==> src/rtl/core/wllc_pkg.sv <==
// ----------------------------------------------------------------------------
// wllc_pkg
// Types and constants shared by the wavelet level length calculator.
// ----------------------------------------------------------------------------
`default_nettype none

package wllc_pkg;

	localparam int LEN_W     = 16;
	localparam int LVL_W     = 4;
	localparam int NUM_STEPS = 16;
	localparam int DEPTH_W   = 5;
	localparam int EXT_W     = 8;
	localparam int TOTAL_W   = 18;
	localparam int LEVEL_W   = 17;
	localparam int ACC_W     = 20;
	localparam int BOUND_W   = 18;
	localparam int PADDR_W   = 4;
	localparam int PDATA_W   = 32;

	localparam logic [BOUND_W-1:0] FIT_MARGIN = BOUND_W'(12);
	localparam logic [ACC_W-1:0]   TOTAL_MAX  = ACC_W'(262143);

	typedef enum logic [1:0] {
		REG_BORDER = 2'd0,
		REG_APPROX = 2'd1,
		REG_DETAIL = 2'd2
	} wllc_reg_t;

	typedef struct packed {
		logic [LEN_W-1:0] signal_len;
		logic [LVL_W-1:0] level_index;
	} wllc_in_t;

	typedef struct packed {
		logic [TOTAL_W-1:0] total_len;
		logic [LEVEL_W-1:0] approx_len;
		logic [LEVEL_W-1:0] detail_len;
		logic               power_two_fallback;
		logic               len_error;
	} wllc_out_t;

	typedef struct packed {
		logic [EXT_W-1:0] border_extent;
		logic [EXT_W-1:0] approx_extent;
		logic [EXT_W-1:0] detail_extent;
	} wllc_cfg_t;

	typedef struct packed {
		logic               len_one;
		logic               err;
		logic [DEPTH_W-1:0] depth;
		logic [LVL_W-1:0]   level;
		logic [LEN_W-1:0]   cur;
		logic [ACC_W-1:0]   total;
		logic               total_active;
		logic [LEVEL_W-1:0] approx;
		logic [LEVEL_W-1:0] detail;
		logic               fallback;
	} wllc_walk_t;

endpackage

`default_nettype wire

==> src/rtl/core/wllc_front.sv <==
// ----------------------------------------------------------------------------
// wllc_front
// Length check and walk depth (ceil log2 of the trimmed length).
// ----------------------------------------------------------------------------
`default_nettype none

module wllc_front
	import wllc_pkg::*;
(
	input  wllc_in_t   query,
	input  wllc_cfg_t  cfg,
	output wllc_walk_t walk
);

	logic [LEN_W-1:0]   span;
	logic [DEPTH_W-1:0] msb_len;
	logic               err;
	logic               len_one;

	assign err     = query.signal_len <= LEN_W'(cfg.border_extent);
	assign len_one = query.signal_len == LEN_W'(1);
	assign span    = query.signal_len - LEN_W'(cfg.border_extent) - LEN_W'(1);

	// bit length of span
	always_comb begin
		msb_len = '0;
		for (int b = 0; b < LEN_W; b++) begin
			if (span[b]) begin
				msb_len = DEPTH_W'(b + 1);
			end
		end
	end

	always_comb begin
		walk              = '0;
		walk.len_one      = len_one;
		walk.err          = err;
		walk.depth        = (msb_len == '0) ? DEPTH_W'(1) : msb_len;
		walk.level        = query.level_index;
		walk.cur          = query.signal_len;
		walk.total_active = !len_one;
	end

endmodule

`default_nettype wire

==> config.mk <==
export PLATFORM = sky130hd
export DESIGN_NAME = wllc_front
export DESIGN_NICKNAME = d
export VERILOG_FILES = /design/src/rtl/core/wllc_pkg.sv /design/src/rtl/core/wllc_front.sv
export SDC_FILE = /design/constraint.sdc
export NUM_CORES = 1
export LEC_CHECK = 0
export BUFFER_PORTS_ARGS = -buffer_cell sky130_fd_sc_hd__buf_2
export CAP_MARGIN = 20
export CORE_AREA = 2 2 66 68
export DETAILED_ROUTE_END_ITERATION = 10
export DIE_AREA = 0 0 68 70
export PLACE_DENSITY = 0.82
export SLEW_MARGIN = 40
export SYNTH_ARGS = -nofsm -noshare
export SYNTH_HDL_FRONTEND = slang
export SYNTH_SLANG_ARGS = --single-unit
export TNS_END_PERCENT = 30
==> constraint.sdc <==
create_clock -name vclk -period 2.9
set_input_delay 0.145 -clock vclk [all_inputs]
set_output_delay 0.145 -clock vclk [all_outputs]
set_load 0.02 [all_outputs]
# --- Word-level counts from Yosys, hierarchy flattened ---
# Index checks and enable logic that the tools add are counted.
word_totals:
  input_bits: 44
  out_inout_bits: 83
  elab_cells: 23
  ff_bits: 0
op_classes:
  magnitude_cmp: 1
  n_addsub: 2
  reduce_logical: 2
  n_mux: 17
  eq_ne: 1
op_table:
  columns: ["cell", "count"]
  rows:
  - ["$mux 5", 16]
  - ["$eq 16x1->1 const B", 1]
  - ["$le 16x8->1", 1]
  - ["$sub 16x1->16 const B", 1]
  - ["$sub 16x8->16", 1]
  - ["$logic_not 5->1", 1]
  - ["$logic_not 1->1", 1]
  - ["$mux 1", 1]

# --- Logic depth before layout (Yosys ltp) ---
logic_depth:
  ltp_word: 20
  ltp_mapped: 12
  depth_no_buf: 12

# --- Least setup slack after synthesis ---
# No wires, ideal clock.
synth_path:
  path_type: "input -> output"
  startpoint: "input cfg[16] in the netlist's numbering"
  endpoint: "output walk[76] in the netlist's numbering"
  t_required_ns: 2.755
  t_arrival_ns: 2.525
  cell_stages: 12
  path_buffers: 0
  setup_slack_ns: 0.230
  path_cell_list: "inv_1 > ha_1 > inv_1 > fa_1 > nand2b_1 > a211oi_2 > o22ai_2 > or4_4 > a22oi_2 > nand3b_2 > nor3_2 > o31a_1"
synth_rtl:
  columns: ["element", "line", "rtl"]
  rows:
  - ["start: declaration", "wllc_front.sv:11", "input wllc_cfg_t cfg,"]
  - ["end: declaration", "wllc_front.sv:12", "output wllc_walk_t walk"]

==> out/qor.txt <==
DRC: 0
CP Data Required Time: 2.76 ns
vias in the first global route: 1218
first-pass GRT wire length: 5037 µm
IO Pins: 127
FFs & Latches: 0
Starting Density: 39.28%
PD cells: 217.0 mW/mm²
Pre-antenna DRT Iters: 4
Avg Vias per Cell: 4.723
largest cells by area after synthesis: buf_4 36%, ha_1 6.9%, inv_1 3.9%
Worst Setup Start Kind: input port
worst path bufs/invs: 2
max-slew violations: 0
total die area: 0.004760 mm²
1st-iter DRT viols: 37
fin nets: 314
WS Path Type: in -> out
fin crit share: 96.85%
gpl congestion: 0.9250
Crit Path Max Fanout: 9
most common cell in the netlist: buf_4
minimum clock period: 2.809 ns
Layout area overhead: -1.537%
Routed WL per cell: 10.38 µm
status: complete, no violations
number of I/O port buffers: 48
Final setup viols: 0
CP Capture Type: output pin
layout cell share with drive strength beyond 1: 27.91%
core box area: 0.004144 mm²
n_diodes: 0
FMAX: 356.0 MHz
via count: 1464
Netlist cell types: 57
Synth Instances: 231
WL final: 3219 µm
Total GRT Usage: 12.65%
setup ws final: 0.09138 ns
Peak VDD IR: 0.06485 mV
post-route ant nets: 0
final instance area: 0.001603 mm²
Lkg Pwr: 0.8370 nW
Final Hold Vio Count: 0
largest net degree at the start of global routing: 11
Seq/Total Area, Yosys: 0%
syn_area_per_cell: 7.047 µm²
Max-cap violations: 0
die width: 68 µm
DP HPWL: 2782 µm
unrepaired setup endpoints after global routing: true
Die H: 70 µm
WP data arrival: 2.66 ns
dominant cell type by area after synthesis: buf_4
gr ovfl total: 0
layout clock buffer count: 0
Mapped Area: 0.001628 mm²
Max stage delay on crit path: 0.42 ns
num rows: 24
Synth top cells by count: 78 x buf_4, 17 x inv_1, 12 x a21oi_1
Reg area: 0 µm²
Post-Place Setup Slack: 0.01465 ns
Yosys warning count: 0
Cell Area, Placed: 0.001573 mm²
Crit-path slowest cell: ha_1
worst path cell trace: buf_2 > ha_1 > and3_1 > a221o_1 > nor2_2 > o21bai_1 > a221o_2 > nand3b_2 > nor3_2 > o31a_1 > buf_4
initial antenna violation count: 0
worst hold path class: in -> out
delay-heaviest family, CP: compound AO/OA/AOI/OAI gates
post-synth top area share: 35.97%
cell type report:
class,count,area [µm²]
tap,52,65.06
multi-input combinational,188,1194
inverter,17,63.81
fill,463,2541
timing repair buffer,53,280.3
layout by cell type, fill, tap and decap left out, drive strengths merged, types with 2 or more instances in the layout:
cell type and instances:
a21oi 12, o21ai 8, nand2 10, buf 53, a21o 6, or3 4
and2 2, o31ai 2, a31oi 3, and3 2, nand3 4, conb 55
nor2b 3, nor3b 3, nor3 8, a211oi 2, a22oi 2, nand3b 4
inv 17, o21bai 2, a221o 2, nor4 4, nand2b 4, ha 9
nor2 11, or2 3, xnor2 5
final timing paths:
check / from / to / slack (ns) / depth (start not counted)
hold / removal: query[0] / walk[72] / 0.29 / 0
setup / recovery: query[9] / walk[76] / 0.09 / 11
stage by stage:
stage	TNS (ns)	power (mW)	utilization (%)	cells	hold slack, ns
CTS	0	0.3387	38.13	310	0.2901
detailed placement	0	0.3343	37.95	309	0.2901
finish	0	0.3479	38.68	310	0.2900
global placement	0	0.3276	37.95	309	0.2901
floorplan	0	0.3377	-	285	0.4026
global route	-0.05518	0.3820	38.68	310	0.2900
power breakdown:
part	internal [mW]	switching (mW)	total, mW	leakage, nW
clock	0	0	0	0
sequential	0	0	0	0
combinational	0.118	0.230	0.348	0.837
logic make-up (layout without fill, tap and decap cells):
group	after synthesis	in the layout	synth area share, %
compound gates	51	51	22.75
mux	1	1	0.6149
xor+xnor	6	6	3.228
simple gates	65	65	24.67
buf+inv	97	70	40.35
fa+ha+maj	10	10	8.148
other cells	1	55	0.2304
per-layer routing:
layer	vias to the layer above	global-route usage (%)	part of all wire (%)
li1	729	-	-
met1	670	13.01	37
met2	58	26.54	56
met3	7	0.4831	5.0
met4	0	2.222	1.6
met5	-	0	0
repair_timing:
item,CTS,global route
hold buffers,0,0
setup buffers,1,0
pin swaps,2,5
endpoints found under the setup margin,1,2
resized for setup,0,5
Note: power is estimated with default switching activity, not from simulation.
