--- src/rtl/core/wllc_pkg.sv ---
// ----------------------------------------------------------------------------
// wllc_pkg
// Types and constants shared by the wavelet level length calculator.
// ----------------------------------------------------------------------------
`default_nettype none

package wllc_pkg;

	localparam int LEN_W     = 16;
	localparam int LVL_W     = 4;
	localparam int NUM_STEPS = 16;
	localparam int DEPTH_W   = 5;
	localparam int EXT_W     = 8;
	localparam int TOTAL_W   = 18;
	localparam int LEVEL_W   = 17;
	localparam int ACC_W     = 20;
	localparam int BOUND_W   = 18;
	localparam int PADDR_W   = 4;
	localparam int PDATA_W   = 32;

	localparam logic [BOUND_W-1:0] FIT_MARGIN = BOUND_W'(12);
	localparam logic [ACC_W-1:0]   TOTAL_MAX  = ACC_W'(262143);

	typedef enum logic [1:0] {
		REG_BORDER = 2'd0,
		REG_APPROX = 2'd1,
		REG_DETAIL = 2'd2
	} wllc_reg_t;

	typedef struct packed {
		logic [LEN_W-1:0] signal_len;
		logic [LVL_W-1:0] level_index;
	} wllc_in_t;

	typedef struct packed {
		logic [TOTAL_W-1:0] total_len;
		logic [LEVEL_W-1:0] approx_len;
		logic [LEVEL_W-1:0] detail_len;
		logic               power_two_fallback;
		logic               len_error;
	} wllc_out_t;

	typedef struct packed {
		logic [EXT_W-1:0] border_extent;
		logic [EXT_W-1:0] approx_extent;
		logic [EXT_W-1:0] detail_extent;
	} wllc_cfg_t;

	typedef struct packed {
		logic               len_one;
		logic               err;
		logic [DEPTH_W-1:0] depth;
		logic [LVL_W-1:0]   level;
		logic [LEN_W-1:0]   cur;
		logic [ACC_W-1:0]   total;
		logic               total_active;
		logic [LEVEL_W-1:0] approx;
		logic [LEVEL_W-1:0] detail;
		logic               fallback;
	} wllc_walk_t;

endpackage

`default_nettype wire

--- src/rtl/core/wllc_regs.sv ---
// ----------------------------------------------------------------------------
// wllc_regs
// APB register file holding the three extent settings.
// ----------------------------------------------------------------------------
`default_nettype none

module wllc_regs
	import wllc_pkg::*;
(
	input  logic               clk,
	input  logic               arst_n,
	input  logic               psel,
	input  logic               penable,
	input  logic               pwrite,
	input  logic [PADDR_W-1:0] paddr,
	input  logic [PDATA_W-1:0] pwdata,
	output logic [PDATA_W-1:0] prdata,
	output logic               pready,
	output wllc_cfg_t          cfg
);

	wllc_cfg_t cfg_q;
	wllc_reg_t sel;

	assign sel    = wllc_reg_t'(paddr[PADDR_W-1:2]);
	assign pready = 1'b1;
	assign cfg    = cfg_q;

	always_ff @(posedge clk or negedge arst_n) begin
		if (!arst_n) begin
			cfg_q <= '0;
		end else if (psel && penable && pwrite && pready) begin
			case (sel)
				REG_BORDER: cfg_q.border_extent <= pwdata[EXT_W-1:0];
				REG_APPROX: cfg_q.approx_extent <= pwdata[EXT_W-1:0];
				REG_DETAIL: cfg_q.detail_extent <= pwdata[EXT_W-1:0];
				default: ;
			endcase
		end
	end

	always_comb begin
		case (sel)
			REG_BORDER: prdata = PDATA_W'(cfg_q.border_extent);
			REG_APPROX: prdata = PDATA_W'(cfg_q.approx_extent);
			REG_DETAIL: prdata = PDATA_W'(cfg_q.detail_extent);
			default:    prdata = '0;
		endcase
	end

endmodule

`default_nettype wire

--- config.mk ---
export PLATFORM = sky130hd
export DESIGN_NAME = wllc_regs
export DESIGN_NICKNAME = d
export VERILOG_FILES = /design/src/rtl/core/wllc_pkg.sv /design/src/rtl/core/wllc_regs.sv
export SDC_FILE = /design/constraint.sdc
export NUM_CORES = 1
export LEC_CHECK = 0
export BUFFER_PORTS_ARGS = -buffer_cell sky130_fd_sc_hd__buf_4
export CORE_MARGIN = 3
export CORE_UTILIZATION = 36
export CTS_CLUSTER_DIAMETER = 120
export CTS_CLUSTER_SIZE = 28
export DETAILED_ROUTE_END_ITERATION = 6
export MAX_ROUTING_LAYER = met4
export PLACE_DENSITY = 0.84
export SYNTH_ARGS = -nofsm -noshare
export SYNTH_HDL_FRONTEND = slang
export SYNTH_SLANG_ARGS = --single-unit
--- constraint.sdc ---
create_clock -name clk -period 0.9 [get_ports clk]
set_clock_uncertainty 0.2 [all_clocks]
set_input_delay 0.09 -clock clk [delete_from_list [all_inputs] [get_ports clk]]
set_output_delay 0.09 -clock clk [all_outputs]
set_load 0.02 [all_outputs]
Word level (Yosys, flattened, before mapping)
Cells that the tools add are included.
{"block": "op_classes", "n_reduce_logical": 6, "eq_ne": 2, "n_mux": 1}
{"operator": "$pmux W8 S3", "n": 1}
{"operator": "$reduce_and A2 Y1", "n": 3}
{"operator": "$eq A2 B1 Y1 const B", "n": 1}
{"operator": "$eq A2 B2 Y1 const B", "n": 1}
{"operator": "$logic_and A1 B1 Y1", "n": 2}
{"operator": "$logic_not A2 Y1", "n": 1}
{"block": "totals", "word_cells": 12, "output_inout_bits": 57, "reg_bits": 24, "inputBits": 41}

Depth between registers and ports, before layout
{"block": "depth", "word_depth": 3, "depth_mapped": 5, "depth_no_buf": 3}

Worst setup path after synthesis
OpenSTA, ideal clock, no wires.
{"block": "synth_timing", "kind": "in2reg", "startpoint": "input paddr[3]", "endpoint": "register cfg_q (netlist bit cfg[16])", "setup_time_ps": 125, "n_path_buf": 1, "required_time_ps": 575, "arrival_time_ps": 1032, "path_slack_ps": -457, "cell_stages": 3, "cell_sequence": "buf_4 > nor3_2 > mux2_2"}
{"block": "synth_between", "elab_chain_len": 2}
{"item": "start, declared", "line": "wllc_regs.sv:15", "rtl": "input logic [PADDR_W-1:0] paddr,"}
{"item": "$logic_not A2 Y1", "line": "wllc_regs.sv:33", "rtl": "case (sel)"}
{"item": "$reduce_and A2 Y1 (no line)"}
{"item": "end, declared", "line": "wllc_regs.sv:22", "rtl": "wllc_cfg_t cfg_q;"}
No other way between the ends.
A chain may end at the register's enable or synchronous reset.

Worst setup path after layout
{"block": "layout_timing", "startpoint": "register cfg_q (netlist bit cfg[12])", "endpoint": "output prdata[4]"}
{"block": "layout_between", "elab_chain_len": 1}
{"item": "$pmux W8 S3", "line": "wllc_regs.sv:43", "rtl": "case (sel)"}
{"item": "end, declared", "line": "wllc_regs.sv:17", "rtl": "output logic [PDATA_W-1:0] prdata,"}
No other way between the ends.

==> flow_summary.json <==
{
  "reg2reg_depth": 3,
  "synth_seq_cells": 24,
  "wl_mm": 3.68,
  "finalCritPeriodShare": 1.54,
  "violations": "negative hold slack, negative setup slack",
  "placed_area_mm2": 0.00186,
  "drive_above_1_share": 0.630,
  "finalInstanceArea_mm2": 0.00234,
  "grt_pass1_wl_mm": 5.57,
  "first_pass_iters": 3,
  "powerDensity_mw_per_mm2": 2170,
  "die_y_um": 66.9,
  "worstSkewPairLatency_ps": 270,
  "io_buffers": 46,
  "cp_max_fo": 3,
  "ant_nets": 0,
  "synth_warnings": 0,
  "viasPerCell": 4.38,
  "synth_top_area_cell": "dfrtp_1",
  "grt_use_total": 0.173,
  "grt-ovfl-total": 0,
  "remaining_drc_errors": 0,
  "crit_required_ps": 610,
  "hold_viol": 24,
  "clk_pin_slew_ps": 90,
  "area_delta_synth_final_pct": 75.2,
  "via_count": 1077,
  "setup_tns_ps": -15630,
  "crit_type": "register to primary output",
  "maxSlewViolCount": 0,
  "hold_ws_ps": -134,
  "largest_reg_flops": 24,
  "final_nets": 242,
  "ios": 98,
  "hpwlAfterDp_mm": 2.39,
  "holdPathStages": 2,
  "reg2reg_slack_ps": -340,
  "diodes": 0,
  "ys_seq_area_frac": 0.450,
  "clock_path_buffers": 2,
  "ir_worst_vdd_mv": 1.25,
  "status": "complete, but fails checks",
  "fmax_mhz": 722,
  "ys_top_cells_by_area": "dfrtp_1 45%, buf_4 15%, mux2_2 14%",
  "grt_max_degree": 25,
  "start_kind": "register",
  "end_kind": "primary output",
  "setup_ws_ps": -486,
  "setup_viol": 56,
  "maxCapViolCount": 0,
  "antenna_found_initial": 0,
  "postCtsHoldBufs": 1,
  "start_util": 0.387,
  "fin_util": 0.679,
  "fin_crit_ps": 1390,
  "cp.arrival_ps": 1100,
  "fillers": 246,
  "syn_avg_cell_area_um2": 12.3,
  "clkSinkCount": 24,
  "cts-root-buf": "clkbuf_8",
  "routabilityCongestion": 0.760,
  "leakage_uw": 0.00122,
  "cts_buffers": 3,
  "synth_top_area_frac": 0.450,
  "ys_types": 15,
  "syn_area_mm2": 0.00133,
  "h-tree-depth": 1,
  "rsz0062_at_grt": "true",
  "grt_pass1_vias": 1141,
  "syn_inst": 108,
  "die_w_um": 66.9,
  "drt-initial-drc-count": 23,
  "wl_per_cell_um": 15.0,
  "core_mm2": 0.00344,
  "die_area_mm2": 0.00447,
  "cts_tree": "built",
  "num_rows": 21,
  "hp-class": "input port to register"
}
final timing paths:
path                                start        end
worst max-delay path              cfg[12]  prdata[4]
worst min-delay path            pwdata[7]    cfg[15]
worst max register to register     cfg[4]     cfg[4]
worst min register to register     cfg[5]     cfg[5]
max in group asynchronous          arst_n    cfg[17]
min in group asynchronous          arst_n    cfg[15]
stage by stage:
step,instances,worst slack [ps],power [uW]
finish,246,-486,5070
global placement,221,-531,3350
floorplan,131,-405,2580
detailed placement,221,-557,3390
CTS,237,-442,4830
global route,246,-574,5330
Yosys cell counts (all sizes together):
| cell type | number |
|---|---|
| or3b | 1 |
| mux2 | 24 |
| clkbuf | 1 |
| nor3 | 1 |
| o21ai | 8 |
| nor2b | 1 |
| mux2i | 8 |
| buf | 28 |
| conb | 2 |
| nand2 | 8 |
| nand3 | 1 |
| dfrtp | 24 |
| nor3b | 1 |
worst max-delay path: stages (launching register included):
cell	delay, ps
dfrtp_1	440
mux2i_1	160
o21ai_1	80
buf_4	160
repair_timing:
action,4_1_cts,5_1_grt
pin swaps,4,5
gates cloned,0,0
buffers inserted,11,17
endpoints found under the setup margin,56,56
hold endpoints to repair,48,24
resized for setup,51,21
layout make-up:
cell class | instances | area, um2 | share of cell area
repair buffers | 94 | 931 | 0.398
multi-input cells | 78 | 677 | 0.290
flip-flops and latches | 24 | 601 | 0.257
well taps | 46 | 57.6 | 0.0246
clock buffers | 3 | 41.3 | 0.0177
clock inverters | 1 | 30.0 | 0.0128
layer usage:
metal,global-route usage,vias up,share of wire
met3,0.0438,4,0.077
met4,0.0405,0,0.012
met1,0.191,521,0.38
met5,-,-,0
li1,-,501,-
met2,0.311,51,0.53
cells by family after synthesis:
| family | count (synthesis) | synth area share |
|---|---|---|
| buffers and inverters | 29 | 0.166 |
| and+or+nand+nor | 13 | 0.0629 |
| DFF | 24 | 0.450 |
| AOI/OAI and AO/OA | 8 | 0.0300 |
| other | 2 | 0.00563 |
| muxes | 32 | 0.285 |
layout by cell type, fill, tap and decap left out, drive strengths merged:
master / instances
mux2: 24
dlygate4sd3: 1
clkbuf: 3
bufinv: 1
mux2i: 8
dfrtp: 24
nor3b: 1
nor3: 1
nand2: 8
or3b: 1
nor2b: 1
nand3: 1
conb: 25
buf: 93
o21ai: 8
report_power, final:
| group | switching, uW | internal [uW] |
|---|---|---|
| logic | 1020 | 1530 |
| clock network | 353 | 594 |
| registers | 257 | 1330 |
| total | 1620 | 3450 |
Power figures use the tool's default switching activity.
