===== config.mk =====
export PLATFORM = sky130hd
export DESIGN_NAME = wllc_step
export DESIGN_NICKNAME = d
export VERILOG_FILES = /design/src/rtl/core/wllc_pkg.sv /design/src/rtl/core/wllc_step.sv
export SDC_FILE = /design/constraint.sdc
export NUM_CORES = 1
export LEC_CHECK = 0
export BUFFER_PORTS_ARGS = -buffer_cell sky130_fd_sc_hd__buf_2
export CORE_MARGIN = 4
export CORE_UTILIZATION = 51
export DETAILED_ROUTE_END_ITERATION = 8
export GPL_TIMING_DRIVEN = 0
export PLACE_DENSITY = 0.9
export SLEW_MARGIN = 10
export SYNTH_ARGS = -nofsm -noshare
export SYNTH_HDL_FRONTEND = slang
export SYNTH_SLANG_ARGS = --single-unit

===== constraint.sdc =====
create_clock -name vclk -period 12.2
set_input_delay 1.83 -clock vclk [all_inputs]
set_output_delay 1.83 -clock vclk [all_outputs]
set_load 0.005 [all_outputs]

===== src/rtl/core/wllc_pkg.sv =====
// ----------------------------------------------------------------------------
// wllc_pkg
// Types and constants shared by the wavelet level length calculator.
// ----------------------------------------------------------------------------
`default_nettype none

package wllc_pkg;

	localparam int LEN_W     = 16;
	localparam int LVL_W     = 4;
	localparam int NUM_STEPS = 16;
	localparam int DEPTH_W   = 5;
	localparam int EXT_W     = 8;
	localparam int TOTAL_W   = 18;
	localparam int LEVEL_W   = 17;
	localparam int ACC_W     = 20;
	localparam int BOUND_W   = 18;
	localparam int PADDR_W   = 4;
	localparam int PDATA_W   = 32;

	localparam logic [BOUND_W-1:0] FIT_MARGIN = BOUND_W'(12);
	localparam logic [ACC_W-1:0]   TOTAL_MAX  = ACC_W'(262143);

	typedef enum logic [1:0] {
		REG_BORDER = 2'd0,
		REG_APPROX = 2'd1,
		REG_DETAIL = 2'd2
	} wllc_reg_t;

	typedef struct packed {
		logic [LEN_W-1:0] signal_len;
		logic [LVL_W-1:0] level_index;
	} wllc_in_t;

	typedef struct packed {
		logic [TOTAL_W-1:0] total_len;
		logic [LEVEL_W-1:0] approx_len;
		logic [LEVEL_W-1:0] detail_len;
		logic               power_two_fallback;
		logic               len_error;
	} wllc_out_t;

	typedef struct packed {
		logic [EXT_W-1:0] border_extent;
		logic [EXT_W-1:0] approx_extent;
		logic [EXT_W-1:0] detail_extent;
	} wllc_cfg_t;

	typedef struct packed {
		logic               len_one;
		logic               err;
		logic [DEPTH_W-1:0] depth;
		logic [LVL_W-1:0]   level;
		logic [LEN_W-1:0]   cur;
		logic [ACC_W-1:0]   total;
		logic               total_active;
		logic [LEVEL_W-1:0] approx;
		logic [LEVEL_W-1:0] detail;
		logic               fallback;
	} wllc_walk_t;

endpackage

`default_nettype wire


===== src/rtl/core/wllc_step.sv =====
// ----------------------------------------------------------------------------
// wllc_step
// One level of the walk: fit test against the power-of-two bound, halving,
// total accumulation and level capture.
// ----------------------------------------------------------------------------
`default_nettype none

module wllc_step
	import wllc_pkg::*;
(
	input  logic [LVL_W-1:0] step_idx,
	input  wllc_cfg_t        cfg,
	input  wllc_walk_t       walk_in,
	output wllc_walk_t       walk_out
);

	logic [DEPTH_W-1:0] idx;
	logic [BOUND_W-1:0] pow;
	logic [BOUND_W-1:0] bound;
	logic [BOUND_W-1:0] need;
	logic [LEN_W-2:0]   half;
	logic [LEVEL_W-1:0] det;
	logic               fit;
	logic               in_total;
	logic               in_level;

	assign idx      = DEPTH_W'(step_idx);
	assign pow      = (walk_in.depth >= idx) ? (BOUND_W'(1) << (walk_in.depth - idx)) : '0;
	assign bound    = pow + BOUND_W'(cfg.border_extent);
	assign need     = BOUND_W'(walk_in.cur) + FIT_MARGIN;
	assign fit      = need <= bound;
	assign half     = walk_in.cur[LEN_W-1:1];
	assign det      = LEVEL_W'(half) + LEVEL_W'(cfg.detail_extent);
	assign in_total = walk_in.total_active && (idx < walk_in.depth);
	assign in_level = step_idx <= walk_in.level;

	always_comb begin
		walk_out = walk_in;
		if (fit) begin
			walk_out.cur = LEN_W'(half) + LEN_W'(cfg.approx_extent);
		end
		if (in_total) begin
			if (fit) begin
				walk_out.total = walk_in.total + ACC_W'(det);
			end else begin
				walk_out.total        = walk_in.total + ACC_W'(bound);
				walk_out.total_active = 1'b0;
			end
		end
		if (in_level) begin
			if (fit) begin
				walk_out.approx = LEVEL_W'(walk_in.cur);
				walk_out.detail = det;
			end else begin
				walk_out.approx   = LEVEL_W'(bound);
				walk_out.detail   = LEVEL_W'(pow >> 1);
				walk_out.fallback = 1'b1;
			end
		end
	end

endmodule

`default_nettype wire


# --- Word level (Yosys, flattened, before mapping) ---
# Index checks and enable logic that the tools add are counted.
# W data, S select, Z words.
op_classes:
  add_sub_neg: 7
  n_mul: 0
  div_mod_pow: 0
  order_cmp: 4
  n_eq_ne: 0
  n_shift: 1
  muxes: 8
  n_bitwise: 0
  reduce_logical: 1
op_table:
  columns: ["cell", "count"]
  rows:
  - ["$mux W35", 1]
  - ["$mux W34", 1]
  - ["$add A15 B8 Y16", 2]
  - ["$mux W21", 1]
  - ["$add A20 B16 Y20", 1]
  - ["$add A20 B18 Y20", 1]
  - ["$mux W20", 1]
  - ["$add A18 B8 Y18", 1]
  - ["$le A17 B18 Y1", 1]
  - ["$mux W18", 1]
  - ["$shl A1 B5 Y18 const A", 1]
  - ["$add A16 B4 Y17 const B", 1]
  - ["$mux W16", 1]
  - ["$ge A5 B4 Y1", 1]
  - ["$lt A4 B5 Y1", 1]
  - ["$sub A5 B4 Y5", 1]
  - ["$le A4 B4 Y1", 1]
  - ["$mux W1", 2]
  - ["$logic_and A1 B1 Y1", 1]
totals:
  reg_bits: 0
  latchBits: 0
  ram_bits: 0
  mem_bits_ro: 0
  word_cells: 21
  memories: 0

# --- Logic depth before layout (Yosys ltp) ---
logic_depth:
  depth_word: 7
  ltp_mapped: 36
  mapped_depth_nobuf: 33

# --- Worst setup path before layout ---
# No wires, ideal clock.
synth_path:
  path_kind: "input to output"
  start: "input port walk_in[76] (netlist name)"
  end: "output port walk_out[52] (netlist name)"
  arrival_ns: 8.241
  required_time_ns: 10.370
  path_slack_ns: 2.129
  path_stages: 34
  path_buffers: 3
  path_cell_list: "inv_1 ha_1 fa_1 nand2b_2 a21oi_4 xnor2_2 or3_1 nor3_1 ha_1 o21ai_0 nor2_1 o31ai_1 a21boi_0 inv_1 ha_1 and4_1 o21a_1 o31a_1 a2111oi_2 or2_1 buf_6 buf_8 buf_8 nand2_2 nand2_1 ha_1 fa_1 a211oi_1 o21ai_0 a21oi_1 nor4b_1 o31ai_1 xor2_1 o21ai_0"
synth_rtl:
  columns: ["item", "line_no", "rtl"]
  rows:
  - ["from (decl)", "wllc_step.sv:13", "input wllc_walk_t walk_in,"]
  - ["to (decl)", "wllc_step.sv:14", "output wllc_walk_t walk_out"]

==> flow_summary.toml <==
[placement]
dp_cells = 978
gp_congestion = 0.9918
portBuffers = 186
hpwlAfterDp_mm = 14.31
dp_slack_ns = 0.6850
placed_cell_area_um2 = 5575

[layout]
diodes = 0
nets = 1058
fillers = 860
seq_cell_count = 0
seqCellArea_um2 = 0
final_layout_size_suffix_gt1_share_pct = 27.36
n_clock_buffer = 0
design_area_um2 = 5582
utilization_pct = 64.32
stdcell_count = 978
syn2layout_area_growth_pct = 23.78

[pwr]
fin_total_pwr_uw = 424.0
p_leak_nw = 2.789
power_density_nw_per_um2 = 75.96
peakVddDrop_mv = 0.03802

[setup_path]
crit_start = "step_idx[0]"
cp.arrival_ns = 9.69
cp_slowest_cell = "fa_1"
critPathMaxFanout = 10
cp_top_family = "compound AO/OA/AOI/OAI gates"
end_kind = "primary output"
slowest_delay_ns = 0.46
cp.required_ns = 10.37
start_kind = "input pin"
crit_top_cell = "ha_1"
crit_buf_inv = 6
worstSetupPathType = "input pin to primary output"

[routing]
ant_nets = 0
drtIter0Drc = 445
vias = 5856
wl_per_cell_um = 17.33
wl_mm = 16.94
first_pass_iters = 5
drc_errors = 0
detail_route.vias_per_cell = 5.988

[floorplan]
rows = 34
core_um2 = 8678
die_y_um = 102.0
die_area_um2 = 10410
io_pins = 194
start_util_pct = 51.96
die_w_um = 102.0

[global_routing]
grt_pass1_wl_mm = 25.54
grt_max_degree = 11
first_global_vias = 5305
grt_usage_pct = 30.40
antenna_found_initial = 0
overflow = 0

[synthesis]
synthesis.nets = 870
synth.top_cell.area_share_pct = 19.42
synthesis.area_um2 = 4509
synth_top_cells_by_count = "nand2_1 (87), nor2_1 (81), ha_1 (70)"
synth_top_area_cell = "ha_1"
yosys_warnings = 0
synthTopCellsByArea = "ha_1 (19%), nand2_1 (7.2%), nor2_1 (6.7%)"
syn_area_per_cell_um2 = 6.593
synth_most_common_cell = "nand2_1"
seq_area_frac_synth_pct = 0
synthCells = 684
yosys.cell_types.count = 70

[sta]
grt_setup_unrepaired = "no"
final.setup.tns_ns = 0
finalSetupViolCount = 0
slew_headroom_pct = 50.91
finalWorstSetupSlack_ns = 0.6844
maxSlewViolCount = 0
max_slew.worst_pin.slew_ns = 0.7363
worst_hold_slack_ns = 3.827
post-route-period-util_pct = 94.39
period_needed_ns = 11.52
hold_viol = 0
clock.fmax_ghz = 0.08684

[job]
max_cap_violations = 0

[hold_path]
min_path_type = "input pin to primary output"
min_from = "walk_in[81]"

[clock_tree]
hold_buffers = 0

[outcome]
status = "completed"
## final timing paths
kind | to | slack (ns) | depth (start not counted)
max | walk_out[50] | 0.68 | 33
min | walk_out[81] | 3.83 | 2
## power breakdown
group	leakage (nW)	switching (mW)	total, mW	internal, mW
Combinational	2.79	0.247	0.424	0.177
Clock	0	0	0	0
Sequential	0	0	0	0
Total	2.79	0.247	0.424	0.177
## cell families (layout without fill, tap and decap cells)
kind of cell,after synthesis,count (layout),share of synthesized area [%]
adders and majority gates,75,75,21.64
other,1,1,0.08316
buffers and inverters,76,262,8.546
AOI/OAI and AO/OA,191,191,27.36
xor gates and xnor gates,53,53,10.79
and+or+nand+nor,279,279,29.44
muxes,9,9,2.136
## timing repair
item / 4_1_cts / 5_1_grt
gates resized for setup: 0 / 1
setup buffers: 0 / 0
setup endpoints to repair: 0 / 3
## placed cells by master (no fill, tap or decap), types with 4 or more instances in the layout
master,netlist,routed
buf_2,5,191
nand2_1,87,87
nor2_1,81,81
ha_1,70,70
o21ai_0,49,49
a21oi_1,37,37
inv_1,32,32
xnor2_1,31,31
a31oi_1,29,29
clkbuf_1,20,20
xor2_1,19,19
nand3_1,18,18
buf_4,15,15
nor3_1,13,13
nand4_1,12,12
nor2b_1,11,11
a211oi_1,10,10
o21a_1,10,10
a21o_1,9,9
or3_1,9,9
o211ai_1,9,9
nand2b_1,8,8
nand2_2,7,7
and3_1,6,6
mux2i_1,6,6
nor3b_1,6,6
or2_1,5,5
o31ai_1,5,5
fa_1,5,5
or2_2,4,4
## layout make-up
cell class / count / area, um2 / share of cell area [%]
multi-input cells: 608 / 4130 / 74.00
repair buffers: 186 / 930.9 / 16.68
inverters: 32 / 120.1 / 2.152
well taps: 108 / 135.1 / 2.421
plain buffers: 44 / 265.3 / 4.752
## per-layer routing
layer,vias to the layer above,part of all wire (%),global-route usage [%]
met5,-,0,0
met4,0,2.6,7.669
met3,40,13,4.778
met2,371,46,52.67
met1,2627,39,39.31
li1,2818,-,-
Note: power is estimated with default switching activity, not from simulation.
